`src/hw/rtl/htlp_pkg.sv`:
```
// Shared constants, codes and controller/datapath interface types of the hash table
`default_nettype none
package htlp_pkg;

	// Table geometry; the slot count is a power of two so that home = key mod SLOTS
	localparam int SLOTS = 16;
	localparam int AW    = $clog2(SLOTS);

	// Field widths
	localparam int KW  = 34;
	localparam int N0W = 64;
	localparam int N1W = 64;
	localparam int N2W = 24;
	localparam int RW  = 2;
	localparam int SW  = 3;
	localparam int PW  = 4;

	// Name payload of a slot that has never been written
	localparam logic [N0W-1:0] NAME_LOW_RST = N0W'(45);

	// Request codes
	localparam logic [RW-1:0] REQ_INS  = RW'(0);
	localparam logic [RW-1:0] REQ_REPL = RW'(1);
	localparam logic [RW-1:0] REQ_READ = RW'(2);
	localparam logic [RW-1:0] REQ_BAD  = RW'(3);

	// Result status codes
	localparam logic [SW-1:0] ST_HOME    = SW'(0);
	localparam logic [SW-1:0] ST_PROBED  = SW'(1);
	localparam logic [SW-1:0] ST_DISPL   = SW'(2);
	localparam logic [SW-1:0] ST_FULL    = SW'(3);
	localparam logic [SW-1:0] ST_INVALID = SW'(4);
	localparam logic [SW-1:0] ST_READ    = SW'(5);

	// Commands from controller to datapath
	typedef struct packed {
		logic          load;     // capture the accepted request
		logic [AW-1:0] addr;     // slot addressed this cycle
		logic          wr_new;   // write request entry at addr, clear its link
		logic          set_link; // set link of addr to link_to
		logic [AW-1:0] link_to;
		logic          cap_tmp;  // capture entry at addr for a move
		logic          wr_move;  // write captured entry to addr
		logic          name_rd;  // read name memory at addr
		logic          cap_out;  // capture result from addr
		logic [SW-1:0] status;
		logic          show;
	} dp_cmd_t;

	// Status from datapath to controller
	typedef struct packed {
		logic [RW-1:0] req_type;
		logic          key_in_zero;
		logic [AW-1:0] home;
		logic [AW-1:0] read_slot;
		logic          key_zero;   // slot at addr is empty
		logic          home_match; // occupant of addr hashes to home
		logic          link_valid; // slot at addr has a link
		logic          link_home;  // link of addr points at home
	} dp_stat_t;

endpackage
`default_nettype wire

```
`src/hw/rtl/htlp_dp.sv`:
```
// Datapath of the hash table: slot storage, name memory, request and result registers
`default_nettype none
module htlp_dp (
	input  wire logic                        clk,
	input  wire logic                        arst_n,
	input  wire htlp_pkg::dp_cmd_t           cmd,
	output htlp_pkg::dp_stat_t               stat,
	input  wire logic [htlp_pkg::RW-1:0]     req_type,
	input  wire logic [htlp_pkg::KW-1:0]     key,
	input  wire logic [htlp_pkg::N0W-1:0]    name_part0,
	input  wire logic [htlp_pkg::N1W-1:0]    name_part1,
	input  wire logic [htlp_pkg::N2W-1:0]    name_part2,
	input  wire logic [htlp_pkg::PW-1:0]     read_slot,
	output logic [htlp_pkg::SW-1:0]          status,
	output logic [htlp_pkg::PW-1:0]          slot_index,
	output logic [htlp_pkg::KW-1:0]          entry_key,
	output logic [htlp_pkg::N0W-1:0]         entry_name0,
	output logic [htlp_pkg::N1W-1:0]         entry_name1,
	output logic [htlp_pkg::N2W-1:0]         entry_name2,
	output logic                             link_present,
	output logic [htlp_pkg::PW-1:0]          link_target
);

	localparam int NMW = htlp_pkg::N0W + htlp_pkg::N1W + htlp_pkg::N2W;

	// Request registers
	logic [htlp_pkg::RW-1:0]  req_q;
	logic [htlp_pkg::KW-1:0]  key_q;
	logic [NMW-1:0]           name_q;
	logic [htlp_pkg::AW-1:0]  rs_q;

	// Slot storage in flops, one combinational read port at cmd.addr
	logic [htlp_pkg::KW-1:0]  key_st_q [htlp_pkg::SLOTS];
	logic                     lv_st_q  [htlp_pkg::SLOTS];
	logic [htlp_pkg::AW-1:0]  li_st_q  [htlp_pkg::SLOTS];
	logic                     nv_st_q  [htlp_pkg::SLOTS];

	// Name memory, registered read
	logic [NMW-1:0]           name_mem [htlp_pkg::SLOTS];
	logic [NMW-1:0]           nrd_q;

	// Move buffer
	logic [htlp_pkg::KW-1:0]  tkey_q;
	logic                     tlv_q;
	logic [htlp_pkg::AW-1:0]  tli_q;
	logic                     tnv_q;

	// Result registers
	logic [htlp_pkg::SW-1:0]  o_status_q;
	logic                     o_show_q;
	logic [htlp_pkg::AW-1:0]  o_slot_q;
	logic [htlp_pkg::KW-1:0]  o_key_q;
	logic                     o_lv_q;
	logic [htlp_pkg::AW-1:0]  o_li_q;
	logic                     o_nv_q;

	logic [htlp_pkg::AW-1:0]  home;
	logic [htlp_pkg::KW-1:0]  rd_key;

	assign home   = key_q[htlp_pkg::AW-1:0];
	assign rd_key = key_st_q[cmd.addr];

	// Report to controller
	always_comb begin
		stat.req_type    = req_q;
		stat.key_in_zero = (key_q == '0);
		stat.home        = home;
		stat.read_slot   = rs_q;
		stat.key_zero    = (rd_key == '0);
		stat.home_match  = (rd_key[htlp_pkg::AW-1:0] == home);
		stat.link_valid  = lv_st_q[cmd.addr];
		stat.link_home   = (li_st_q[cmd.addr] == home);
	end

	// Capture request
	always_ff @(posedge clk) begin
		if (cmd.load) begin
			req_q  <= req_type;
			key_q  <= key;
			name_q <= {name_part2, name_part1, name_part0};
			rs_q   <= read_slot[htlp_pkg::AW-1:0];
		end
	end

	// Slot keys, links and name-written marks
	always_ff @(posedge clk or negedge arst_n) begin
		if (!arst_n) begin
			for (int i = 0; i < htlp_pkg::SLOTS; i++) begin
				key_st_q[i] <= '0;
				lv_st_q[i]  <= 1'b0;
				li_st_q[i]  <= '0;
				nv_st_q[i]  <= 1'b0;
			end
		end else begin
			if (cmd.wr_new) begin
				key_st_q[cmd.addr] <= key_q;
				lv_st_q[cmd.addr]  <= 1'b0;
				li_st_q[cmd.addr]  <= '0;
				nv_st_q[cmd.addr]  <= 1'b1;
			end
			if (cmd.wr_move) begin
				key_st_q[cmd.addr] <= tkey_q;
				lv_st_q[cmd.addr]  <= tlv_q;
				li_st_q[cmd.addr]  <= tli_q;
				nv_st_q[cmd.addr]  <= tnv_q;
			end
			if (cmd.set_link) begin
				lv_st_q[cmd.addr] <= 1'b1;
				li_st_q[cmd.addr] <= cmd.link_to;
			end
		end
	end

	// Name memory port
	always_ff @(posedge clk) begin
		if (cmd.wr_new) begin
			name_mem[cmd.addr] <= name_q;
		end else if (cmd.wr_move) begin
			name_mem[cmd.addr] <= nrd_q;
		end
		if (cmd.name_rd) begin
			nrd_q <= name_mem[cmd.addr];
		end
	end

	// Hold the entry being moved
	always_ff @(posedge clk) begin
		if (cmd.cap_tmp) begin
			tkey_q <= rd_key;
			tlv_q  <= lv_st_q[cmd.addr];
			tli_q  <= li_st_q[cmd.addr];
			tnv_q  <= nv_st_q[cmd.addr];
		end
	end

	// Capture result
	always_ff @(posedge clk) begin
		if (cmd.cap_out) begin
			o_status_q <= cmd.status;
			o_show_q   <= cmd.show;
			o_slot_q   <= cmd.addr;
			o_key_q    <= rd_key;
			o_lv_q     <= lv_st_q[cmd.addr];
			o_li_q     <= li_st_q[cmd.addr];
			o_nv_q     <= nv_st_q[cmd.addr];
		end
	end

	// Drive result fields; hidden fields read as zero, unwritten names as reset
	always_comb begin
		status       = o_status_q;
		slot_index   = '0;
		entry_key    = '0;
		entry_name0  = '0;
		entry_name1  = '0;
		entry_name2  = '0;
		link_present = 1'b0;
		link_target  = '0;
		if (o_show_q) begin
			slot_index   = htlp_pkg::PW'(o_slot_q);
			entry_key    = o_key_q;
			link_present = o_lv_q;
			link_target  = o_lv_q ? htlp_pkg::PW'(o_li_q) : '0;
			if (o_nv_q) begin
				entry_name0 = nrd_q[htlp_pkg::N0W-1:0];
				entry_name1 = nrd_q[htlp_pkg::N0W +: htlp_pkg::N1W];
				entry_name2 = nrd_q[htlp_pkg::N0W+htlp_pkg::N1W +: htlp_pkg::N2W];
			end else begin
				entry_name0 = htlp_pkg::NAME_LOW_RST;
			end
		end
	end

endmodule
`default_nettype wire

```
`config.mk`:
```
export PLATFORM = sky130hd
export DESIGN_NAME = htlp_dp
export DESIGN_NICKNAME = d
export VERILOG_FILES = /design/src/hw/rtl/htlp_pkg.sv /design/src/hw/rtl/htlp_dp.sv
export SDC_FILE = /design/constraint.sdc
export NUM_CORES = 2
export LEC_CHECK = 0
export BUFFER_PORTS_ARGS = -buffer_cell sky130_fd_sc_hd__buf_2
export CAP_MARGIN = 20
export CELL_PAD_IN_SITES_DETAIL_PLACEMENT = 1
export CELL_PAD_IN_SITES_GLOBAL_PLACEMENT = 2
export CORE_MARGIN = 4
export CORE_UTILIZATION = 44
export CTS_CLUSTER_SIZE = 25
export DETAILED_ROUTE_END_ITERATION = 16
export PLACE_DENSITY = 0.83
export REMOVE_ABC_BUFFERS = 1
export SYNTH_ARGS = -nofsm -noshare
export SYNTH_HDL_FRONTEND = slang
export SYNTH_SLANG_ARGS = --single-unit
```
`constraint.sdc`:
```
create_clock -name clk -period 2 [get_ports clk]
set_input_delay 0 -clock clk [delete_from_list [all_inputs] [get_ports clk]]
set_output_delay 0 -clock clk [all_outputs]
set_load 0.005 [all_outputs]
```
# [After elaboration in Yosys (flattened, before gate mapping)]
# Memory sizes are Yosys's and may differ from the RTL's. A register that Yosys moved wholly into a read port is not among the register bits.
# Cells that the tools add are included.
# Widths: inputs -> output; s select.
[totals] ramBits=2432 n_memories=1 reg_bits=920
[op_classes] reduce_logical=3 eq_ne=2 mux=51 magnitude_cmp=2 n_bitwise=8
[mem_list] memory="name_mem" words=16 width=152 read_ports=1 rd_ports_with_merged_regs=1 wr=1 line_no="htlp_dp.sv:39" source="logic [NMW-1:0] name_mem [htlp_pkg::SLOTS];"
[ops] cell="$bwmux 544" n=2
[ops] cell="$mux 544" n=2
[ops] cell="$mux 64" n=7
[ops] cell="$mux 152" n=1
[ops] cell="$bmux 34 s4" n=1
[ops] cell="$demux 34 s4" n=1
[ops] cell="$mux 34" n=4
[ops] cell="$bwmux 64" n=2
[ops] cell="$mux 16" n=5
[ops] cell="$logic_not 34->1" n=2
[ops] cell="$and 64x64->64" n=1
[ops] cell="$not 64->64" n=1
[ops] cell="$mux 24" n=2
[ops] cell="$bwmux 16" n=2
[ops] cell="$or 16x16->16" n=2
[ops] cell="$mux 4" n=6
[ops] cell="$and 16x16->16" n=1
[ops] cell="$bmux 4 s4" n=1
[ops] cell="$demux 4 s4" n=1
[ops] cell="$not 16->16" n=1
[ops] cell="$mux 1" n=11
[ops] cell="$bmux 1 s4" n=2
[ops] cell="$eq 4x4->1" n=2
[ops] cell="$ge 5x5->1 const B" n=1
[ops] cell="5 further kinds" n=5

# [Longest topological paths before layout]
[depth] ltp_word=12 ltp_mapped=11 depth_no_buf=6

# [Worst setup path after synthesis]
# OpenSTA, ideal clock, no wires.
[synth_path] path_type="input port to flip-flop" start="input cmd[15] (netlist name)" end="memory name_mem[14][0] (netlist name) (enable)" slack_ps=-2597 setup_ps=505 n_path_buf=2 arrival_ps=4092 required_time_ps=1495 path_stages=7 cell_sequence="buf_2 nor2b_1 buf_2 nand2_1 nor2_1 nor2_1 inv_1"
[synth_lines] item="from (decl)" line_no="htlp_dp.sv:6" source="input wire htlp_pkg::dp_cmd_t cmd,"
[synth_lines] item="to (decl)" line_no="htlp_dp.sv:39"
# No word-level cell before the write port.

==> flow_metrics.py <==
metrics = {
    "logic_synthesis": {
        "syn_avg_cell_area_um2": 18.8,
        "yosysMostFrequentCell": "edfxtp_1",
        "synth_top_area_frac": 0.608,
        "synth_seq_cells": 3504,
        "synth_edf_count": 2864,
        "synth_top_area_cell": "edfxtp_1",
        "synth_commonest_cells": "edfxtp_1, mux4_2, dfrtp_1",
        "async_reset_ff_frac": 0.183,
        "seq_area_frac_synth": 0.721,
        "ys_types": 33,
        "synthCells": 7513,
        "synth_area_leaders": "edfxtp_1, mux4_2, dfrtp_1, mux2i_1, o21ai_0",
        "yosys_warnings": 0,
        "synthFlopType": "edfxtp_1",
        "netlist_area_mm2": 0.141,
    },
    "sta": {
        "period_needed_ns": 3.38,
        "finalSetupViolations": 202,
        "slew_violations": 0,
        "hold_viol_final": 4,
        "rsz0062_at_grt": "yes",
        "timing.final.crit_share": 1.69,
        "slew_headroom": 0.461,
        "worst_slack_ns": -1.38,
        "max_clock_freq_ghz": 0.296,
        "worstMarginPinSlew_ns": 0.808,
        "fin_setup_tns_ns": -75.56,
        "hold_ws_ns": -0.0668,
        "skew_ns": 0.108,
    },
    "global_route": {
        "grtUsageTotal": 0.305,
        "grt_start_max_net_pins": 93,
        "antenna_found_initial": 28,
        "grt_pass1_wl_mm": 722,
        "grt_pass1_vias": 91100,
        "overflow": 0,
    },
    "power": {
        "comb_power_share": 0.120,
        "p_leak_nw": 62.4,
        "switching_share": 0.261,
        "switchingPower_mw": 48.2,
        "p_int_mw": 137,
        "peakVddDrop_mv": 0.997,
        "powerDensity_mw_per_mm2": 1040,
        "share_seq_of_total_power": 0.490,
        "pwr-share-clk": 0.390,
    },
    "clocking": {
        "numCtsBuffers": 366,
        "insertion_delay_ns": 1.00,
        "clkTransAtPathRegs_ns": 0.06,
        "cts_sinks": 3504,
        "cts_tree": "yes",
        "cts_root_buf": "clkbuf_16",
        "htreeDepth": 5,
        "clockBufferDepth": 4,
    },
    "floorplanning": {
        "dieArea_mm2": 0.331,
        "rows": 207,
        "start_util": 0.443,
        "die_w_um": 575,
        "coreArea_mm2": 0.319,
        "die_h_um": 575,
        "ioPinCount": 426,
    },
    "setup_path": {
        "worst-setup-path-type": "flop to output pin",
        "start_kind": "flop",
        "max_stage_delay_ns": 0.53,
        "worst-path-buf-inv": 2,
        "cp_common_cell": "mux4_2",
        "slowest_stage": "mux4_2",
        "critPathRequiredTime_ns": 2.00,
        "cp_max_fo": 2,
        "critPathTopFamily": "multiplexers",
        "worstSetupEndpointType": "output pin",
        "crit_chain": "mux4_2 -> mux4_2 -> nor4_4 -> buf_4 -> nand2_4 -> nor3_4 -> buf_2",
        "critPathArrivalTime_ns": 3.38,
    },
    "status": {
        "status": "complete, but fails checks",
        "violations": "negative hold slack, negative setup slack",
    },
    "layout": {
        "fin_cells": 13600,
        "fin_util": 0.555,
        "areaGrowthSynthToFinish_pct": 25.2,
        "drive_gt1_frac": 0.344,
        "final_net_count": 9175,
    },
    "drt": {
        "drt_wl_total_mm": 514,
        "via_per_inst": 6.38,
        "drt_pass1_iterations": 5,
        "postRouteAntennaNets": 0,
        "wl_per_cell_um": 37.9,
        "route.vias.total": 86500,
        "drc_errors": 0,
        "first_iter_violations": 11800,
    },
    "placed_design": {
        "dp_cells": 12400,
        "place.gp.congestion": 0.834,
        "io_buffer_count": 425,
        "place_hpwl_mm": 263,
        "dp_slack_ns": -1.08,
    },
    "hold_path": {
        "min-delay-path-class": "input port to flop",
    },
    "job": {
        "drv_cap": 0,
    },
}
-- cell type report --
| type | instances | area, um^2 |
|---|---|---|
| Timing Repair Buffer | 1709 | 19200 |
| Fill cell | 28300 | 142000 |
| Sequential cell | 3504 | 102000 |
| Multi-Input combinational cell | 3361 | 38100 |
| Inverter | 20 | 195 |
| Antenna cell | 17 | 42.5 |
| Clock buffer | 474 | 9850 |
| Tap cell | 4284 | 5360 |
| Clock inverter | 200 | 2280 |
-- layer usage --
layer | wire (um) | vias to the layer above | global-route usage
li1 | - | 32900 | -
met1 | 182000 | 46000 | 0.395
met2 | 254000 | 6280 | 0.504
met3 | 52100 | 1283 | 0.0608
met4 | 25600 | 12 | 0.133
met5 | 92 | - | 0
-- logic make-up after synthesis --
family | share of synthesized area
AO/OA/AOI/OAI | 0.0300
multiplexers | 0.199
AND/OR/NAND/NOR | 0.0298
flip-flops | 0.721
buffers and inverters | 0.0192
XOR/XNOR | 0.000495
-- final timing paths --
path | slack (ns) | end | startpoint | cells past startpoint
min reg2reg | 0.51 | nv_st_q[13] | nv_st_q[13] | 1
max | -1.38 | stat[3] | key_st_q[432] | 7
min | -0.07 | tkey_q[23] | cmd[17] | 3
max in group asynchronous | 0.74 | key_st_q[403] | arst_n | 6
max reg2reg | -0.14 | o_lv_q | lv_st_q[0] | 4
min in group asynchronous | 0.44 | key_st_q[252] | arst_n | 4
-- flip-flops by register name, indices dropped and copies added, names as in the netlist, 16 cells and up --
| signal | count |
|---|---|
| nv_st_q | 16 |
| name_mem | 2432 |
| name_q | 152 |
| key_st_q | 544 |
| tkey_q | 34 |
| key_q | 34 |
| o_key_q | 34 |
| nrd_q | 152 |
| li_st_q | 64 |
| lv_st_q | 16 |
-- layout by cell type, fill, tap and decap left out, types with 152 or more instances in the layout --
master and n:
and3_4 152, nand2_1 629, dfrtp_1 640, dlygate4sd3_1 421, buf_6 208, edfxtp_1 2864
clkbuf_16 376, buf_12 345, buf_2 224, mux4_2 936, mux2i_1 544, o21ai_0 588
buf_4 464
-- worst reg2reg max path: cells and delay by family, from the launching register on --
family                 cells  cell delay (ns)
buffers and inverters      2             0.33
multiplexers               2             1.16
flip-flops                 1             0.39
-- repair_timing --
item / CTS / global route
resized for setup: 461 / 106
cloned: 30 / 4
hold buffers: 421 / 4
endpoints found under the hold margin: 1489 / 52
setup buffers: 37 / 16
endpoints found under the setup margin: 200 / 1958
pin swaps: 17 / 10
-- stage by stage --
step                hold slack, ns  instance area, um^2  power (mW)
finish                     -0.0668               177000         185
global route                -0.105               177000         190
CTS                        -0.0179               177000         182
detailed placement         -0.0439               157000         110
global placement           -0.0494               157000         109
floorplan                   -0.296               139000        99.7
-- power by group through the flow --
stage | combinational [mW] | sequential (mW) | clock, mW
floorplan | 9.69 | 90.0 | 0
global placement | 17.5 | 91.2 | 0
detailed placement | 18.5 | 91.5 | 0
CTS | 21.3 | 90.3 | 70.9
global route | 23.5 | 91.0 | 75.7
finish | 22.2 | 90.6 | 72.1
No activity file was read; power rests on OpenSTA's default activity.
