===== src/hw/rtl/htlp_pkg.sv =====
// Shared constants, codes and controller/datapath interface types of the hash table
`default_nettype none
package htlp_pkg;

	// Table geometry; the slot count is a power of two so that home = key mod SLOTS
	localparam int SLOTS = 16;
	localparam int AW    = $clog2(SLOTS);

	// Field widths
	localparam int KW  = 34;
	localparam int N0W = 64;
	localparam int N1W = 64;
	localparam int N2W = 24;
	localparam int RW  = 2;
	localparam int SW  = 3;
	localparam int PW  = 4;

	// Name payload of a slot that has never been written
	localparam logic [N0W-1:0] NAME_LOW_RST = N0W'(45);

	// Request codes
	localparam logic [RW-1:0] REQ_INS  = RW'(0);
	localparam logic [RW-1:0] REQ_REPL = RW'(1);
	localparam logic [RW-1:0] REQ_READ = RW'(2);
	localparam logic [RW-1:0] REQ_BAD  = RW'(3);

	// Result status codes
	localparam logic [SW-1:0] ST_HOME    = SW'(0);
	localparam logic [SW-1:0] ST_PROBED  = SW'(1);
	localparam logic [SW-1:0] ST_DISPL   = SW'(2);
	localparam logic [SW-1:0] ST_FULL    = SW'(3);
	localparam logic [SW-1:0] ST_INVALID = SW'(4);
	localparam logic [SW-1:0] ST_READ    = SW'(5);

	// Commands from controller to datapath
	typedef struct packed {
		logic          load;     // capture the accepted request
		logic [AW-1:0] addr;     // slot addressed this cycle
		logic          wr_new;   // write request entry at addr, clear its link
		logic          set_link; // set link of addr to link_to
		logic [AW-1:0] link_to;
		logic          cap_tmp;  // capture entry at addr for a move
		logic          wr_move;  // write captured entry to addr
		logic          name_rd;  // read name memory at addr
		logic          cap_out;  // capture result from addr
		logic [SW-1:0] status;
		logic          show;
	} dp_cmd_t;

	// Status from datapath to controller
	typedef struct packed {
		logic [RW-1:0] req_type;
		logic          key_in_zero;
		logic [AW-1:0] home;
		logic [AW-1:0] read_slot;
		logic          key_zero;   // slot at addr is empty
		logic          home_match; // occupant of addr hashes to home
		logic          link_valid; // slot at addr has a link
		logic          link_home;  // link of addr points at home
	} dp_stat_t;

endpackage
`default_nettype wire


===== src/hw/rtl/htlp_ctrl.sv =====
// Controller of the hash table: probe, chain, move and result sequencing
`default_nettype none
module htlp_ctrl (
	input  wire logic              clk,
	input  wire logic              arst_n,
	input  wire logic              in_valid,
	output logic                   in_ready,
	output logic                   out_valid,
	input  wire logic              out_ready,
	input  wire htlp_pkg::dp_stat_t stat,
	output htlp_pkg::dp_cmd_t      cmd
);

	typedef enum logic [3:0] {
		S_IDLE, S_DEC, S_FIND, S_LINK, S_MVRD, S_MVWR, S_WRH, S_PRED, S_CAP, S_OUT
	} state_t;

	state_t                   state_q;
	logic                     repl_q;
	logic [htlp_pkg::AW-1:0]  ptr_q;
	logic [htlp_pkg::AW-1:0]  cnt_q;
	logic [htlp_pkg::AW-1:0]  e_q;
	logic [htlp_pkg::AW-1:0]  slot_q;
	logic [htlp_pkg::SW-1:0]  st_q;
	logic                     show_q;

	logic link_hit;
	logic last_step;

	assign in_ready  = (state_q == S_IDLE);
	assign out_valid = (state_q == S_OUT);

	assign link_hit  = (ptr_q != e_q) && !stat.key_zero && stat.home_match &&
		!stat.link_valid;
	assign last_step = (cnt_q == htlp_pkg::AW'(htlp_pkg::SLOTS - 1));

	// Commands for the current state
	always_comb begin
		cmd = '0;
		cmd.link_to = e_q;
		cmd.status  = st_q;
		cmd.show    = show_q;
		case (state_q)
			S_IDLE: begin
				cmd.load = in_valid;
			end
			S_DEC: begin
				cmd.addr   = stat.home;
				cmd.wr_new = (stat.req_type == htlp_pkg::REQ_INS ||
					stat.req_type == htlp_pkg::REQ_REPL) && !stat.key_in_zero &&
					stat.key_zero;
			end
			S_FIND: begin
				cmd.addr   = ptr_q;
				cmd.wr_new = (ptr_q != stat.home) && stat.key_zero && !repl_q;
			end
			S_LINK: begin
				cmd.addr     = ptr_q;
				cmd.set_link = link_hit;
			end
			S_MVRD: begin
				cmd.addr    = stat.home;
				cmd.cap_tmp = 1'b1;
				cmd.name_rd = 1'b1;
			end
			S_MVWR: begin
				cmd.addr    = e_q;
				cmd.wr_move = 1'b1;
			end
			S_WRH: begin
				cmd.addr   = stat.home;
				cmd.wr_new = 1'b1;
			end
			S_PRED: begin
				cmd.addr     = ptr_q;
				cmd.set_link = stat.link_valid && stat.link_home;
			end
			S_CAP: begin
				cmd.addr    = slot_q;
				cmd.cap_out = 1'b1;
				cmd.name_rd = 1'b1;
			end
			default: begin
				cmd.addr = slot_q;
			end
		endcase
	end

	// Sequence one transaction
	always_ff @(posedge clk or negedge arst_n) begin
		if (!arst_n) begin
			state_q <= S_IDLE;
			repl_q  <= 1'b0;
			ptr_q   <= '0;
			cnt_q   <= '0;
			e_q     <= '0;
			slot_q  <= '0;
			st_q    <= htlp_pkg::ST_INVALID;
			show_q  <= 1'b0;
		end else begin
			case (state_q)
				S_IDLE: begin
					if (in_valid) begin
						state_q <= S_DEC;
					end
				end
				S_DEC: begin
					show_q <= 1'b1;
					if (stat.req_type == htlp_pkg::REQ_READ) begin
						slot_q  <= stat.read_slot;
						st_q    <= htlp_pkg::ST_READ;
						state_q <= S_CAP;
					end else if (stat.req_type == htlp_pkg::REQ_BAD || stat.key_in_zero) begin
						slot_q  <= '0;
						st_q    <= htlp_pkg::ST_INVALID;
						show_q  <= 1'b0;
						state_q <= S_CAP;
					end else if (stat.key_zero) begin
						slot_q  <= stat.home;
						st_q    <= htlp_pkg::ST_HOME;
						state_q <= S_CAP;
					end else begin
						repl_q  <= (stat.req_type == htlp_pkg::REQ_REPL) && !stat.home_match;
						ptr_q   <= stat.home + 1'b1;
						state_q <= S_FIND;
					end
				end
				S_FIND: begin
					if (ptr_q == stat.home) begin
						slot_q  <= '0;
						st_q    <= htlp_pkg::ST_FULL;
						show_q  <= 1'b0;
						state_q <= S_CAP;
					end else if (stat.key_zero) begin
						e_q <= ptr_q;
						if (repl_q) begin
							state_q <= S_MVRD;
						end else begin
							ptr_q   <= stat.home;
							cnt_q   <= '0;
							state_q <= S_LINK;
						end
					end else begin
						ptr_q <= ptr_q + 1'b1;
					end
				end
				S_LINK: begin
					slot_q <= e_q;
					st_q   <= htlp_pkg::ST_PROBED;
					if (link_hit || last_step) begin
						state_q <= S_CAP;
					end else begin
						ptr_q <= ptr_q + 1'b1;
						cnt_q <= cnt_q + 1'b1;
					end
				end
				S_MVRD: begin
					state_q <= S_MVWR;
				end
				S_MVWR: begin
					state_q <= S_WRH;
				end
				S_WRH: begin
					ptr_q   <= '0;
					slot_q  <= stat.home;
					st_q    <= htlp_pkg::ST_DISPL;
					state_q <= S_PRED;
				end
				S_PRED: begin
					if ((stat.link_valid && stat.link_home) ||
						ptr_q == htlp_pkg::AW'(htlp_pkg::SLOTS - 1)) begin
						state_q <= S_CAP;
					end else begin
						ptr_q <= ptr_q + 1'b1;
					end
				end
				S_CAP: begin
					state_q <= S_OUT;
				end
				S_OUT: begin
					if (out_ready) begin
						state_q <= S_IDLE;
					end
				end
				default: begin
					state_q <= S_IDLE;
				end
			endcase
		end
	end

endmodule
`default_nettype wire


===== config.mk =====
export PLATFORM = sky130hd
export DESIGN_NAME = htlp_ctrl
export DESIGN_NICKNAME = d
export VERILOG_FILES = /design/src/hw/rtl/htlp_pkg.sv /design/src/hw/rtl/htlp_ctrl.sv
export SDC_FILE = /design/constraint.sdc
export NUM_CORES = 1
export LEC_CHECK = 0
export BUFFER_PORTS_ARGS = -buffer_cell sky130_fd_sc_hd__clkbuf_2
export CAP_MARGIN = 25
export CELL_PAD_IN_SITES_DETAIL_PLACEMENT = 1
export CELL_PAD_IN_SITES_GLOBAL_PLACEMENT = 2
export CORE_MARGIN = 3
export CORE_UTILIZATION = 32
export DETAILED_ROUTE_END_ITERATION = 10
export PLACE_DENSITY = 0.77
export SLEW_MARGIN = 30
export SYNTH_ARGS = -nofsm -noshare
export SYNTH_HDL_FRONTEND = slang
export SYNTH_SLANG_ARGS = --single-unit
export TNS_END_PERCENT = 5

===== constraint.sdc =====
create_clock -name clk -period 2.8 [get_ports clk]
set_clock_uncertainty 0.15 [all_clocks]
set_input_delay 0 -clock clk [delete_from_list [all_inputs] [get_ports clk]]
set_output_delay 0 -clock clk [all_outputs]
set_load 0.01 [all_outputs]

**Yosys cells after proc, flatten, opt, wreduce, memory -nomap -nowiden**

Index checks and enable logic that the tools add are counted.

- Bits in registers: 25
- Input port bits: 19
- Output and inout port bits: 21
- Logic and storage cells: 129

- $add $sub $neg: 3
- Equal/unequal tests: 33
- Mux-type cells: 47
- Bitwise gates (word level): 4
- Reductions and logical operators: 34

Operator list:

| operator | number |
|---|---|
| two-way mux 4 bit | 25 |
| case mux 4 bit (10 select lines) | 1 |
| case mux 4 bit (4 select lines) | 2 |
| != test 2 bit, second input constant | 12 |
| case mux 4 bit (5 select lines) | 1 |
| equality test 4 x 3 -> 1 bit, second input constant | 4 |
| equality test 4 bit, second input constant | 4 |
| two-way mux 3 bit | 5 |
| adder 4 x 1 -> 4 bit, second input constant | 3 |
| case mux 3 bit (4 select lines) | 1 |
| AND reduction 5 bit | 2 |
| logical AND 1 bit | 9 |
| equality test 4 x 2 -> 1 bit, second input constant | 2 |
| two-way mux 1 bit | 8 |
| != test 4 bit | 2 |
| case mux 4 bit (2 select lines) | 1 |
| AND reduction 8 bit | 1 |
| != test 3 bit, second input constant | 2 |
| AND reduction 3 bit | 2 |
| OR reduction 3 bit | 2 |
| logical NOT 1 bit | 5 |
| nonzero test 5 bit | 1 |
| equality test 2 bit, second input constant | 2 |
| equality test 4 x 1 -> 1 bit, second input constant | 1 |
| other kinds (15) | 23 |

**Longest topological paths before layout**

Gate-level depths: netlist of run 1.

- Depth in word-level cells: 7
- Depth in mapped cells: 8
- Mapped depth without buffers: 7

**Worst setup path after synthesis of run 1**

No wires, ideal clock.

- Kind: register to register
- Start point: register ptr_q[3] in the netlist's numbering
- End point: register state_q[1]
- Library setup time: 0.121 ns
- Arrival time: 1.807 ns
- Data required time: 2.529 ns
- Path slack: 0.722 ns
- Cell stages (with the launch flop): 8
- Path buffers: 1
- Clock period less this slack: 2.078 ns
- Cell sequence: dfrtp_1 -> buf_6 -> xor2_2 -> nor4_4 -> nor2b_2 -> a221oi_4 -> o21ai_1 -> a22o_1

- Cells in the longest elaborated chain, start to end: 7
- Elaborated cells between the ends (all ways): 14
- Those cells by class: 6 x eq/ne; 2 x mux; 6 x reduce/logical

Ends and longest elaborated chain:

| what | RTL line | text |
|---|---|---|
| start: declaration | htlp_ctrl.sv:20 | `logic [htlp_pkg::AW-1:0] ptr_q;` |
| start signal: assignment | htlp_ctrl.sv:124 | `ptr_q <= stat.home + 1'b1;` |
| start signal: assignment | htlp_ctrl.sv:139 | `ptr_q <= stat.home;` |
| start signal: assignment | htlp_ctrl.sv:144 | `ptr_q <= ptr_q + 1'b1;` |
| != test 4 bit | htlp_ctrl.sv:33 | `assign link_hit = (ptr_q != e_q) && !stat.key_zero && stat.home_match &&` |
| logical AND 1 bit (3 in a row) | htlp_ctrl.sv:33 |  |
| logical OR 1 bit | htlp_ctrl.sv:150 | `if (link_hit \|\| last_step) begin` |
| != test 2 bit (no line) | -- |  |
| AND reduction 5 bit (no line) | -- |  |
| end signal: assignment | htlp_ctrl.sv:151 | `state_q <= S_CAP;` |
| end signal: assignment | htlp_ctrl.sv:158 | `state_q <= S_MVWR;` |
| end signal: assignment | htlp_ctrl.sv:161 | `state_q <= S_WRH;` |
| end: declaration | htlp_ctrl.sv:18 | `state_t state_q;` |

Parallel ways exist; a longest one is shown, timed or not.
A chain may end at the register's enable or synchronous reset.

==> metrics, run 1 <==
CP Capture Type primary output; Initial Util 33.40%; clk sinks 25; Synth Warn # 0; FILL cells 697; Yosys cell types 53; IO buf count 39; CP Cell Sequence nor4b_1 > nor2b_2 > a22oi_1 > a2bb2oi_1 > nor2_1 > clkbuf_2; Worst EP required 2.65 ns; cts hold-fix bufs 11; GRT overflow 0; Post-synth top cells 26 x nor2_1, 24 x dfrtp_1, 20 x a21oi_1, 20 x o21ai_0; H-tree depth 1; status complete, no violations; clock network power share 10.7%; Core Region 0.005574 mm^2; 1st-pass router iterations 5; worst min-delay path class primary input to flip-flop; power per cell area 949.4 mW/mm^2; Hold Vio Cnt, Final 0; via/cell ratio 5.504; combinational power share 55.7%; Total GRT Usage 19.18%; TritonCTS clock tree yes; Synth area leaders dfrtp_1 32%, a21oi_1 5.4%, o21ai_0 5.4%, nor2_1 5.2%, mux2_2 3.6%; unrepaired setup endpoints after global routing no; Avg Cell Area, Syn 8.349 um^2; initial antenna violation count 0; post-layout instance area 0.002288 mm^2; post-synthesis sequential area ratio 33.67%; CP arrival 2.39 ns; Final min period 2.540 ns; P_leak 0.001019 uW; most frequent cell after synthesis nor2_1; met2 Usage GRT 32.61%; dpl hpwl 4.592 mm; Mapped Cells 223; Worst Max-Slew Pin Slew 0.6649 ns; Die X 82.28 um; Synth Flop Type dfrtp_1; Rows 27; grt peak-use layer met2; Final Cycle Share 90.72%; met3 Use GR 1.410%; Finish-stage setup viols 0; routed vias 1888; DR DRC count 0; slowest stage cell, crit path nor4b_1; post-CTS setup buffers 0; Placement Cell Area 0.002132 mm^2; Post-Synthesis Cell Area 0.001862 mm^2; EDFF count, synth 0; CP delay by family, top simple AND/OR/NAND/NOR gates; critical path startpoint category flip-flop; global-route wire length before repair 9.860 mm; f_max 0.3937 GHz; gpl congestion 0.8754; Final Max Slew Viols 0; CTS max path bufs 2; CP max stage delay 0.62 ns; Sw Ratio 47.01%; Post-DRT Antenna Nets 0; Sw Pwr 1021 uW; WL per Instance 17.50 um; FF-to-FF setup slack 0.40 ns; Yosys top cell by area dfrtp_1; M1 GR Usage 26.52%; slew margin rel. 55.67%; top cell type's share of synthesized area 32.26%; Net Count, Synth 245; post-route setup TNS 0 ns; TritonCTS buffer count 3; WHS 0.01854 ns; Seq cells post-synth 25; fin util 41.06%; Ports 40; async set-reset flop share out of synthesis 100.0%; critical path type flip-flop to primary output; final net count 294; vias in the first global route 1888; post-cts resize count 0; Iter 0 DRT Violations 116; CP Buf/Inv Count 1; Inserted Diodes 0; Max FO, Critical Path 14; Reg power frac 33.6%; Max IR drop VDD 0.3243 mV; Chip Height 82.28 um; Root Buffer clkbuf_8; Layout Area Growth over Synthesis 22.92%; largest net degree at the start of global routing 26; clk slew on worst S/H paths 0.10 ns; full die area 0.006769 mm^2; max-cap violations 0; worst skew pair latency 0.28 ns; layout cells sized above 1 24.35%; internal power 1151 uW; Routed WL 6.004 mm
final timing paths:
check                                  startpoint                      to  cells after the start
hold reg to reg               st_q[2]$_DFFE_PN1P_     st_q[2]$_DFFE_PN1P_                      2
max in group asynchronous                  arst_n     st_q[1]$_DFFE_PN0P_                      2
min in group asynchronous                  arst_n    ptr_q[2]$_DFFE_PN0P_                      2
setup reg to reg             ptr_q[3]$_DFFE_PN0P_  state_q[1]$_DFFE_PN0P_                      6
setup / recovery           state_q[2]$_DFFE_PN0P_                 cmd[13]                      6
hold / removal                           stat[13]     st_q[0]$_DFFE_PN0P_                      4
layer usage:
layer  vias to the layer above  share of wire, %  wire length [um]
met1                       918                46              2784
met5                         -                 0                 0
met4                         0              0.63                38
met3                         5               4.0               242
met2                        49                49              2939
li1                        916                 -                 -
logic make-up after synthesis:
logic type	after synthesis	synth area share, %
and+or+nand+nor	81	22.45
AOI/OAI and AO/OA	73	27.15
buffers and inverters	26	6.451
DFF	25	33.67
xor gates and xnor gates	9	4.637
muxes	6	3.629
adders and majority gates	3	2.016
layout by cell type, fill, tap and decap left out, types with 3 or more instances in the layout:
cell type	n
and2_1	3
dlygate4sd3_1	11
o211ai_1	3
a21oi_1	20
xnor2_1	4
nor2_1	26
nor2b_1	4
nand4_1	5
xor2_1	4
mux2_2	6
nand2b_1	5
clkbuf_2	39
nor3_1	9
buf_4	8
a222oi_1	4
nand2_1	12
nand3_1	6
dfrtp_1	24
a22oi_1	3
inv_1	12
clkbuf_8	3
o21ai_0	20
a221o_1	3
ha_1	3
layout make-up:
type	instances	area (um^2)	share of cell area, %
clock buffers	3	41.29	1.804
multi-input cells	172	1115	48.72
clock inverters	1	5.005	0.2187
well taps	72	90.09	3.937
flip-flops and latches	25	626.9	27.39
repair buffers	58	365.4	15.97
inverters	12	45.04	1.968
power by group through the flow:
stage / clock [uW] / combinational [uW] / sequential (uW)
floorplan: 0 / 892 / 648
global placement: 0 / 1180 / 726
detailed placement: 0 / 1200 / 734
CTS: 241 / 1220 / 730
global route: 261 / 1370 / 753
finish: 233 / 1210 / 729
through the flow:
stage	instances	power [uW]	setup WS, ns
finish	343	2173	0.2597
global route	343	2382	0.04443
CTS	343	2192	0.2735
detailed placement	328	1933	0.4141
global placement	328	1908	0.4338
floorplan	223	1541	0.7224
tightest hold or removal path, stage by stage:
cell and delay, ns:
clkbuf_2 0.10, nor3b_1 0.10, a21oi_1 0.15, a21oi_1 0.08
flip-flops by register name, indices dropped and copies added (netlist names):
signal / flops
cnt_q: 4
e_q: 4
ptr_q: 4
slot_q: 4
state_q: 4
st_q: 3
repl_q: 1
show_q: 1
Note: power is estimated with default switching activity, not from simulation.
==> run 2: changes to the inputs <==
- CORE_MARGIN: 3 -> 8
- CTS_CLUSTER_DIAMETER: not set -> 40
- REMOVE_ABC_BUFFERS: not set -> 1
==> run 2 against run 1 <==
Against the previous run:
- non-clock buffer count up 1
- highest routed layer unchanged
- cell count is 0.29% higher
- clock-buffer cell count grew 1
- cell area rose by 0.16%
==> metrics, run 2 (same netlist as run 1, synthesis figures left out) <==
Chip Height 92.28 um (+12%); Total GRT Usage 14.65% (-4.5 points); Core Region 0.005574 mm^2 (unchanged); clk slew on worst S/H paths 0.09 ns (about the same); Root Buffer clkbuf_8; Post-DRT Antenna Nets 0 (unchanged); power per cell area 950.2 mW/mm^2 (about the same); vias in the first global route 1963 (+4.0%); Worst EP required 2.65 ns (about the same); layout cells sized above 1 24.63% (+0.28 points); TritonCTS buffer count 3 (unchanged); clk sinks 25 (unchanged); CP Cell Sequence nor4b_1 > nor2b_2 > a22oi_1 > a2bb2oi_1 > nor2_1 > clkbuf_2; critical path type flip-flop to primary output; dpl hpwl 4.766 mm (+3.8%); post-CTS setup buffers 0 (unchanged); Max IR drop VDD 0.2858 mV (-12%); 1st-pass router iterations 4 (-1); fin util 41.12% (+0.067 points); Final Cycle Share 89.22% (-1.5 points); IO buf count 39 (unchanged); P_leak 0.001022 uW (+0.35%); post-route setup TNS 0 ns (unchanged); worst min-delay path class primary input to flip-flop; critical path startpoint category flip-flop; Hold Crit Depth 3 (-1); H-tree depth 1 (unchanged); commonest non-fill, non-tap cells in the layout 39 x clkbuf_2, 26 x nor2_1, 24 x dfrtp_1, 20 x o21ai_0, 20 x a21oi_1; final net count 295 (+0.34%); Hold Vio Cnt, Final 0 (unchanged); full die area 0.008515 mm^2 (+26%); largest net degree at the start of global routing 26 (unchanged); Worst Max-Slew Pin Slew 0.6800 ns (+0.01505 ns); status complete, no violations; via/cell ratio 5.387 (-2.1%); FF-to-FF setup slack 0.46 ns (+0.06 ns); GRT overflow 0 (unchanged); Final min period 2.498 ns (-0.04214 ns); TritonCTS clock tree yes; most common library cell in the layout ignoring fill and taps clkbuf_2; gpl congestion 0.8138 (-7.0%); Routed WL 6.050 mm (+0.77%); f_max 0.4003 GHz (+1.7%); Max FO, Critical Path 12 (-2); initial antenna violation count 0 (unchanged); Layout Area Growth over Synthesis 23.12%; reg-to-reg startpoint state_q[2]$_DFFE_PN0P_; hold path start stat[8]; global-route wire length before repair 10.29 mm (+4.3%); Die X 92.28 um (+12%); Iter 0 DRT Violations 81 (-30%); CP arrival 2.35 ns (-0.04 ns); CTS max path bufs 2 (unchanged); unrepaired setup endpoints after global routing no; slew margin rel. 54.19% (-1.5 points); worst skew pair latency 0.27 ns (about the same); max-cap violations 0 (unchanged); CP max stage delay 0.60 ns (-0.02 ns); Hold Path End ptr_q[0]$_DFFE_PN0P_; Rows 27 (unchanged); Final Max Slew Viols 0 (unchanged); Inserted Diodes 0 (unchanged); fin cells 344 (+0.29%); routed vias 1853 (-1.9%); WL per Instance 17.59 um (+0.47%); slowest stage cell, crit path nor4b_1; post-cts resize count 0 (unchanged); Register-to-Register Path Depth 5 (-1); Ports 40 (unchanged); Cells after DPL 330 (+0.61%); Finish-stage setup viols 0 (unchanged); CP Capture Type primary output; DR DRC count 0 (unchanged); Initial Util 33.40% (unchanged); FF-to-FF End ptr_q[1]$_DFFE_PN0P_
[run 2: cell types whose count changed in the layout (fill, tap and decap cells not counted), sizes merged]
cell,delta
dlygate4sd3,-1
clkbuf,+1
clkinv,-1
buf,+2
[run 2: cell type report]
type / instances / area, um^2
Fill cell: 714 / 3282
Inverter: 12 / 45.04
Clock buffer: 4 / 45.04
Sequential cell: 25 / 626.9
Timing Repair Buffer: 59 / 370.4
Multi-Input combinational cell: 172 / 1115
Tap cell: 72 / 90.09
[run 2: power by group]
part           switching (uW)  leakage [uW]  internal (uW)
registers                 213      0.000316            521
logic                     677      0.000684            541
clock network             125     0.0000228            102
[run 2: worst max-delay path by stage]
stage,start,end,cells past startpoint
after floorplan,ptr_q[3]$_DFFE_PN0P_,st_q[1]$_DFFE_PN0P_,5
after global placement,ptr_q[3]$_DFFE_PN0P_,state_q[1]$_DFFE_PN0P_,6
after detailed placement,state_q[2]$_DFFE_PN0P_,ptr_q[1]$_DFFE_PN0P_,5
after CTS,state_q[2]$_DFFE_PN0P_,cmd[13],6
after global routing,state_q[2]$_DFFE_PN0P_,cmd[13],6
final,state_q[2]$_DFFE_PN0P_,cmd[13],6
[run 2: timing repair]
action / 4_1_cts / 5_1_grt
setup endpoints to repair: 0 / 0
hold buffers: 10 / 0
hold endpoints to repair: 32 / 0
[run 2: critical path: cells and delay by family, from the launching register on]
kind / cells / cell delay, ns
AO/OA/AOI/OAI: 2 / 0.31
buffers and inverters: 1 / 0.14
flip-flops: 1 / 0.53
AND/OR/NAND/NOR: 3 / 1.10
[run 2: stage by stage]
step	setup slack [ns]	instance area, um^2	total power (uW)	hold slack, ns
6_report	0.3019	2292	2178	0.02397
5_1_grt	0.04340	2292	2386	0.02627
4_1_cts	0.3223	2292	2205	0.03138
3_5_place_dp	0.4838	2147	1958	-0.07895
3_3_place_gp	0.5116	2147	1938	-0.07547
2_1_floorplan	0.5537	1787	1468	-0.4456
[run 2: routing by layer]
layer  global-route usage, %  share of wire (%)
met3                   2.608                4.8
met4                   3.758               0.91
met5                       0                  0
met1                   19.88                 48
met2                   23.24                 46
